`config.mk`:
```
export PLATFORM = sky130hd
export DESIGN_NAME = frame_peak_gain_offset_calibrator_core
export DESIGN_NICKNAME = d
export VERILOG_FILES = /design/src/sv/fpgoc_pkg.sv /design/src/sv/fpgoc_stats.sv /design/src/sv/fpgoc_decide.sv /design/src/sv/frame_peak_gain_offset_calibrator_core.sv
export SDC_FILE = /design/constraint.sdc
export NUM_CORES = 1
export LEC_CHECK = 0
export BUFFER_PORTS_ARGS = -buffer_cell sky130_fd_sc_hd__buf_2
export CAP_MARGIN = 20
export CORE_MARGIN = 4
export CORE_UTILIZATION = 60
export DETAILED_ROUTE_END_ITERATION = 10
export PLACE_DENSITY_LB_ADDON = 0.08
export SLEW_MARGIN = 20
export SYNTH_ARGS = -nofsm -noshare
export SYNTH_HDL_FRONTEND = slang
export SYNTH_SLANG_ARGS = --single-unit
```
`constraint.sdc`:
```
create_clock -name i_clk -period 4.86 [get_ports i_clk]
set_input_delay 1.215 -clock i_clk [delete_from_list [all_inputs] [get_ports i_clk]]
set_output_delay 1.215 -clock i_clk [all_outputs]
set_load 0.02 [all_outputs]
```
`src/sv/fpgoc_pkg.sv`:
```
`default_nettype none

package fpgoc_pkg;

    // Field widths
    localparam int PIX_W    = 8;
    localparam int SET_W    = 8;
    localparam int STATUS_W = 2;
    localparam int CFG_AW   = 3;
    localparam int CFG_DW   = 8;
    localparam int OUT_DW   = 40;

    // Result status codes
    localparam logic [STATUS_W-1:0] ST_ADJUSTED  = 2'd0;
    localparam logic [STATUS_W-1:0] ST_IN_WINDOW = 2'd1;
    localparam logic [STATUS_W-1:0] ST_EXHAUSTED = 2'd2;

    // Register indexes
    localparam logic [CFG_AW-1:0] REG_MAX_WIN_LO = 3'd0;
    localparam logic [CFG_AW-1:0] REG_MAX_WIN_HI = 3'd1;
    localparam logic [CFG_AW-1:0] REG_MIN_WIN_LO = 3'd2;
    localparam logic [CFG_AW-1:0] REG_MIN_WIN_HI = 3'd3;
    localparam logic [CFG_AW-1:0] REG_OFS_LIMIT  = 3'd4;
    localparam logic [CFG_AW-1:0] REG_START_GAIN = 3'd5;
    localparam logic [CFG_AW-1:0] REG_START_OFS  = 3'd6;

    // Register reset values
    localparam logic [SET_W-1:0] RST_MAX_WIN_LO = 8'd180;
    localparam logic [SET_W-1:0] RST_MAX_WIN_HI = 8'd230;
    localparam logic [SET_W-1:0] RST_MIN_WIN_LO = 8'd20;
    localparam logic [SET_W-1:0] RST_MIN_WIN_HI = 8'd100;
    localparam logic [SET_W-1:0] RST_OFS_LIMIT  = 8'h14;
    localparam logic [SET_W-1:0] RST_START_GAIN = 8'h00;
    localparam logic [SET_W-1:0] RST_START_OFS  = 8'h00;

    // Running statistics reset values
    localparam logic [PIX_W-1:0] PIX_ALL_ONES = 8'hFF;
    localparam logic [PIX_W-1:0] PIX_ZERO     = 8'h00;

    typedef struct packed {
        logic [SET_W-1:0] max_win_lo;
        logic [SET_W-1:0] max_win_hi;
        logic [SET_W-1:0] min_win_lo;
        logic [SET_W-1:0] min_win_hi;
        logic [SET_W-1:0] ofs_limit;
        logic [SET_W-1:0] start_gain;
        logic [SET_W-1:0] start_ofs;
    } t_cfg;

    typedef struct packed {
        logic [PIX_W-1:0] frame_max;
        logic [PIX_W-1:0] frame_min;
    } t_frame_stats;

    typedef struct packed {
        logic [STATUS_W-1:0] status;
        logic [SET_W-1:0]    gain;
        logic [SET_W-1:0]    offset;
    } t_decision;

endpackage

`default_nettype wire

```
`src/sv/fpgoc_stats.sv`:
```
`default_nettype none

module fpgoc_stats
    import fpgoc_pkg::*;
(
    input  wire logic             i_clk,
    input  wire logic             i_rst_n,
    input  wire logic             i_consume,
    input  wire logic             i_last,
    input  wire logic [PIX_W-1:0] i_inv_pixel,
    output t_frame_stats          o_stats
);

    logic             r_first;
    logic [PIX_W-1:0] r_max;
    logic [PIX_W-1:0] r_min;
    logic [PIX_W-1:0] n_max;
    logic [PIX_W-1:0] n_min;

    // Fold the current pixel into the running extremes
    always_comb begin
        if (r_first) begin
            n_max = i_inv_pixel;
            n_min = i_inv_pixel;
        end else begin
            n_max = (i_inv_pixel > r_max) ? i_inv_pixel : r_max;
            n_min = (i_inv_pixel < r_min) ? i_inv_pixel : r_min;
        end
    end

    assign o_stats.frame_max = n_max;
    assign o_stats.frame_min = n_min;

    // Running state; a frame end opens a new frame
    always_ff @(posedge i_clk) begin
        if (!i_rst_n) begin
            r_first <= 1'b1;
            r_max   <= PIX_ZERO;
            r_min   <= PIX_ALL_ONES;
        end else if (i_consume) begin
            if (i_last) begin
                r_first <= 1'b1;
                r_max   <= PIX_ZERO;
                r_min   <= PIX_ALL_ONES;
            end else begin
                r_first <= 1'b0;
                r_max   <= n_max;
                r_min   <= n_min;
            end
        end
    end

endmodule

`default_nettype wire

```
`src/sv/fpgoc_decide.sv`:
```
`default_nettype none

module fpgoc_decide
    import fpgoc_pkg::*;
(
    input  wire logic   i_clk,
    input  wire logic   i_rst_n,
    input  wire logic   i_consume,
    input  wire logic   i_last,
    input  wire logic   i_restart,
    input  wire t_cfg   i_cfg,
    input  wire t_frame_stats i_stats,
    output t_decision   o_dec
);

    logic [SET_W-1:0] r_gain;
    logic [SET_W-1:0] r_offset;
    logic [SET_W-1:0] base_gain;
    logic [SET_W-1:0] base_offset;
    logic             max_ok;
    logic             min_ok;

    // Restart reloads before the decision
    assign base_gain   = i_restart ? i_cfg.start_gain : r_gain;
    assign base_offset = i_restart ? i_cfg.start_ofs  : r_offset;

    assign max_ok = (i_stats.frame_max > i_cfg.max_win_lo) &&
                    (i_stats.frame_max < i_cfg.max_win_hi);
    assign min_ok = (i_stats.frame_min > i_cfg.min_win_lo) &&
                    (i_stats.frame_min < i_cfg.min_win_hi);

    // Report in window, else step offset, roll over into gain, or report exhausted
    always_comb begin
        o_dec.gain   = base_gain;
        o_dec.offset = base_offset;
        if (max_ok && min_ok) begin
            o_dec.status = ST_IN_WINDOW;
        end else if (base_offset >= i_cfg.ofs_limit) begin
            if (base_gain == '0) begin
                o_dec.status = ST_EXHAUSTED;
            end else begin
                o_dec.status = ST_ADJUSTED;
                o_dec.gain   = base_gain - SET_W'(1);
                o_dec.offset = '0;
            end
        end else begin
            o_dec.status = ST_ADJUSTED;
            o_dec.offset = base_offset + SET_W'(1);
        end
    end

    // Settings update on every item: reload only, or reload plus decision
    always_ff @(posedge i_clk) begin
        if (!i_rst_n) begin
            r_gain   <= RST_START_GAIN;
            r_offset <= RST_START_OFS;
        end else if (i_consume) begin
            if (i_last) begin
                r_gain   <= o_dec.gain;
                r_offset <= o_dec.offset;
            end else begin
                r_gain   <= base_gain;
                r_offset <= base_offset;
            end
        end
    end

endmodule

`default_nettype wire

```
`src/sv/frame_peak_gain_offset_calibrator_core.sv`:
```
// A frame-end item's result passes through the input register and then the result register onto o_m_tdata.
// Throughput: one pixel item per cycle, unless a frame-end item waits for room in the result register;
// the min/max and decision update between the input register and the result register is combinational.
// Reset (i_rst_n low, synchronous): registers take their documented values,
// gain and offset settings go to the start reset values, statistics restart.
`default_nettype none

module frame_peak_gain_offset_calibrator_core
    import fpgoc_pkg::*;
(
    input  wire logic              i_clk,
    input  wire logic              i_rst_n,
    // Pixel stream
    input  wire logic              i_s_tvalid,
    output logic                   o_s_tready,
    input  wire logic [PIX_W-1:0]  i_s_tdata,   // [7:0] pixel
    input  wire logic              i_s_tlast,   // frame_end
    input  wire logic              i_s_tuser,   // restart
    // Result stream
    output logic                   o_m_tvalid,
    input  wire logic              i_m_tready,
    output logic [OUT_DW-1:0]      o_m_tdata,   // [1:0] status, [9:2] gain_now,
                                                // [17:10] offset_now, [25:18] frame_max,
                                                // [33:26] frame_min, [39:34] zero
    // Configuration writes
    input  wire logic              i_cfg_we,
    input  wire logic [CFG_AW-1:0] i_cfg_addr,
    input  wire logic [CFG_DW-1:0] i_cfg_wdata
);

    t_cfg             r_cfg;
    logic             r_in_valid;
    logic [PIX_W-1:0] r_in_inv;
    logic             r_in_last;
    logic             r_in_restart;
    logic             r_out_valid;
    t_decision        r_out_dec;
    t_frame_stats     r_out_stats;
    logic             n_in_valid;
    logic             n_out_valid;
    logic             s_accept;
    logic             consume;
    logic             out_load;
    t_frame_stats     stats;
    t_decision        dec;

    // Configuration registers
    always_ff @(posedge i_clk) begin
        if (!i_rst_n) begin
            r_cfg.max_win_lo <= RST_MAX_WIN_LO;
            r_cfg.max_win_hi <= RST_MAX_WIN_HI;
            r_cfg.min_win_lo <= RST_MIN_WIN_LO;
            r_cfg.min_win_hi <= RST_MIN_WIN_HI;
            r_cfg.ofs_limit  <= RST_OFS_LIMIT;
            r_cfg.start_gain <= RST_START_GAIN;
            r_cfg.start_ofs  <= RST_START_OFS;
        end else if (i_cfg_we) begin
            case (i_cfg_addr)
                REG_MAX_WIN_LO: r_cfg.max_win_lo <= i_cfg_wdata;
                REG_MAX_WIN_HI: r_cfg.max_win_hi <= i_cfg_wdata;
                REG_MIN_WIN_LO: r_cfg.min_win_lo <= i_cfg_wdata;
                REG_MIN_WIN_HI: r_cfg.min_win_hi <= i_cfg_wdata;
                REG_OFS_LIMIT:  r_cfg.ofs_limit  <= i_cfg_wdata;
                REG_START_GAIN: r_cfg.start_gain <= i_cfg_wdata;
                REG_START_OFS:  r_cfg.start_ofs  <= i_cfg_wdata;
                default: ;
            endcase
        end
    end

    // Handshake: a non-last item always moves on; a last item needs room in the result reg
    assign consume    = r_in_valid && (!r_in_last || !r_out_valid || i_m_tready);
    assign out_load   = consume && r_in_last;
    assign o_s_tready = !r_in_valid || consume;
    assign s_accept   = i_s_tvalid && o_s_tready;

    assign n_in_valid  = s_accept ? 1'b1 : (consume ? 1'b0 : r_in_valid);
    assign n_out_valid = out_load ? 1'b1 : ((r_out_valid && i_m_tready) ? 1'b0 : r_out_valid);

    // Input register, pixel inverted on the way in
    always_ff @(posedge i_clk) begin
        if (!i_rst_n) begin
            r_in_valid <= 1'b0;
        end else begin
            r_in_valid <= n_in_valid;
        end
    end

    always_ff @(posedge i_clk) begin
        if (s_accept) begin
            r_in_inv     <= PIX_ALL_ONES - i_s_tdata;
            r_in_last    <= i_s_tlast;
            r_in_restart <= i_s_tuser;
        end
    end

    fpgoc_stats u_stats (
        .i_clk       (i_clk),
        .i_rst_n     (i_rst_n),
        .i_consume   (consume),
        .i_last      (r_in_last),
        .i_inv_pixel (r_in_inv),
        .o_stats     (stats)
    );

    fpgoc_decide u_decide (
        .i_clk     (i_clk),
        .i_rst_n   (i_rst_n),
        .i_consume (consume),
        .i_last    (r_in_last),
        .i_restart (r_in_restart),
        .i_cfg     (r_cfg),
        .i_stats   (stats),
        .o_dec     (dec)
    );

    // Result register
    always_ff @(posedge i_clk) begin
        if (!i_rst_n) begin
            r_out_valid <= 1'b0;
        end else begin
            r_out_valid <= n_out_valid;
        end
    end

    always_ff @(posedge i_clk) begin
        if (out_load) begin
            r_out_dec   <= dec;
            r_out_stats <= stats;
        end
    end

    assign o_m_tvalid = r_out_valid;
    assign o_m_tdata  = {6'b0, r_out_stats.frame_min, r_out_stats.frame_max,
                         r_out_dec.offset, r_out_dec.gain, r_out_dec.status};

    // Checks
    a_status_code: assert property (@(posedge i_clk) disable iff (!i_rst_n)
        o_m_tvalid |-> (r_out_dec.status == ST_ADJUSTED || r_out_dec.status == ST_IN_WINDOW ||
                        r_out_dec.status == ST_EXHAUSTED))
        else $error("illegal status code");

    a_max_ge_min: assert property (@(posedge i_clk) disable iff (!i_rst_n)
        o_m_tvalid |-> (r_out_stats.frame_max >= r_out_stats.frame_min))
        else $error("frame max below frame min");

    a_exhausted_gain: assert property (@(posedge i_clk) disable iff (!i_rst_n)
        (o_m_tvalid && r_out_dec.status == ST_EXHAUSTED) |-> (r_out_dec.gain == '0))
        else $error("exhausted with nonzero gain");

    a_no_overwrite: assert property (@(posedge i_clk) disable iff (!i_rst_n)
        (o_m_tvalid && !i_m_tready) |=> (o_m_tvalid && $stable(o_m_tdata)))
        else $error("pending result overwritten");

endmodule

`default_nettype wire

```
==> reports/qor.csv <==
metric,value,unit
antenna diode count,0,
CP arrival,5.00,ns
iteration count of the initial detailed-routing pass,7,
RePlAce Congestion,0.976,
endpoint of the worst register-to-register path,u_decide.r_gain[4],
final instance area,8410,sq um
"count leader, synth",nand2_1,
CTS Sinks,135,
PD cells,325,nW/um^2
routed vias/inst,6.15,
Slew headroom,0.345,
nets,967,
"Largest delay share family, worst path",compound AO/OA/AOI/OAI gates,
Core Rows,39,
Syn Std Cell Area,7290,sq um
vias,6400,
initial antenna violation count,0,
top_reg_cell synth,dfxtp_1,
Reg2Reg Launch Point,r_in_inv[5],
global router's overall resource usage,0.278,
H-tree Lvls,4,
drt initial violations,562,
sequential share of the synthesized area,0.431,
crit path buf inv count,2,
Slew @ Worst Pin,0.975,ns
Root Buffer,clkbuf_16,
Synth top area share,0.250,
CP startpoint,r_in_inv[5],
maxcap violations,0,
critical path launch point type,flip-flop,
"flops & latches, synth",135,
die width,118,microns
largest net degree at the start of global routing,57,
vias in the first global route,5931,
"Clk pin slew, worst setup/hold paths",0.06,ns
CP Data Required Time,5.20,ns
CTS tree,yes,
"top cells by count, synth","nand2_1, dfxtp_1, inv_1, ha_1, edfxtp_1",
WS Path Type,flip-flop to flip-flop,
share of cells above drive strength 1,0.163,
status,finished clean,
# IOs,68,
peak supply drop,0.341,mV
"logic depth of the worst path, buffers included",18,
Routed WL,19600,microns
hold crit path type,flip-flop to flip-flop,
Final Cycle Share,0.957,
Leak,3.58,nW
synthesis-to-layout area growth,15.5,%
Final Skew,0.00801,ns
DP HPWL,13800,microns
clock latency on the worst-skew pair,0.43,ns
Mapped Cells,811,
CTS Buf Count,17,
Post-synth EDFFs,44,
Worst Setup End Kind,flip-flop,
port bufs,61,
post-synth cell types,67,
hold bufs inserted after CTS,0,
Fin. Hold Viols,0,
Die Span Y,118,microns
Avg Inst Size Synth,8.98,sq um
CP Max Fanout,18,
Slowest Stage Delay on Critical Path,0.50,ns
leading cell types by total area after synthesis,"dfxtp_1, edfxtp_1, ha_1",
Yosys Warn Count,0,
CTS Buffer Depth,2,
Starting Density,0.625,
Max Fclk,0.215,GHz
ANT nets after route,0,
final total power,2.73,mW
core footprint,11700,sq um
setup violators final,0,
Routed WL per cell,18.8,microns
crit path time final,4.65,ns
Async SR Flop Fraction,0,
final core occ,0.721,
Hold WS,0.466,ns
worst-case reg-to-reg path depth,18,
DIE AREA,14000,sq um
"area leader, netlist",dfxtp_1,
gr ovfl total,0,
Final TNS setup,0,ns
"Slowest-stage cell, CP",or4_1,
# fillers,888,
flop2flop setup slack,0.21,ns
DRC viols,0,
worst path cell trace,"ha_1, a211o_1, o211ai_2, o2111ai_2, nand2_1, buf_4, mux2_2, ha_1, a211oi_2, nand2_1, a221oi_2, o21ai_1, a211o_1, or4_1, a21o_2, buf_4, a41o_1, a31oi_1",
Worst setup endpoint,u_decide.r_gain[4],
dpl cell area,7810,sq um
first-pass GRT wire length,31000,microns
"Slew Viols, Final",0,
report_power, final:
group	total, mW	switching, mW	internal (mW)
combinational	0.355	0.223	0.132
clock	1.15	0.453	0.694
sequential	1.23	0.0251	1.21
worst min-delay path by stage:
stage,startpoint,to,slack [ns],depth (start not counted)
2_1_floorplan,u_decide.r_offset[0],u_decide.r_offset[0],0.44,2
5_1_grt,r_cfg[6],r_cfg[6],0.49,2
3_5_place_dp,r_cfg[39],r_cfg[39],0.46,2
4_1_cts,r_cfg[39],r_cfg[39],0.47,2
3_3_place_gp,r_cfg[7],r_cfg[7],0.45,2
6_report,r_cfg[39],r_cfg[39],0.47,2
what timing repair did:
item                                    CTS  global route
endpoints found under the setup margin    0            33
gates resized for setup                   0             8
setup buffers                             0             5
sequential cells by signal, indices dropped and copies added (netlist names), 8 cells and up:
| register | cells |
|---|---|
| r_in_inv | 8 |
| u_decide.r_offset | 8 |
| o_m_tdata | 34 |
| u_stats.r_max | 8 |
| u_stats.r_min | 8 |
| u_decide.r_gain | 8 |
| r_cfg | 56 |
cells in the final DEF, fill, tap and decap left out, types with 24 or more instances in the layout:
master / count
edfxtp_1: 44
nor2_1: 25
dfxtp_1: 91
buf_4: 31
nand3_1: 24
ha_1: 53
a21oi_1: 25
a21boi_0: 42
nand2_1: 153
buf_2: 61
inv_1: 71
kinds of logic (layout without fill, tap and decap cells):
kind of cell	after synthesis	in the layout	synth area share
AO/OA/AOI/OAI	204	204	0.195
adder cells (fa/ha/maj)	54	54	0.0927
other	1	6	0.000515
flip-flops	135	135	0.431
XOR/XNOR	2	2	0.00240
buffers and inverters	113	195	0.0641
AND/OR/NAND/NOR	272	272	0.171
multiplexers	30	30	0.0429
routing by layer:
layer / routed length [microns] / GRT usage
met1: 8910 / 0.390
met2: 8950 / 0.437
met3: 1480 / 0.0568
met4: 278 / 0.0791
met5: 0 / 0
area by class of cell:
class / count / area, sq um / area share
Sequential cell: 135 / 3140 / 0.374
Inverter: 72 / 272 / 0.0323
Timing Repair Buffer: 93 / 558 / 0.0663
Clock buffer: 25 / 495 / 0.0589
Tap cell: 143 / 179 / 0.0213
Clock inverter: 5 / 25.0 / 0.00297
Multi-Input combinational cell: 568 / 3740 / 0.445
tightest hold or removal path: stages, from the launching register on:
cell and delay, ns:
dfxtp_1 0.31, nand2_1 0.05, a21boi_0 0.06
through the flow:
stage                     std cells  setup WS, ns
after global placement         1006         0.289
after detailed placement       1006         0.170
after CTS                      1036         0.109
after floorplan                 816         0.401
final                          1041         0.208
after global routing           1041       -0.0609
(Power assumes the default switching activity.)
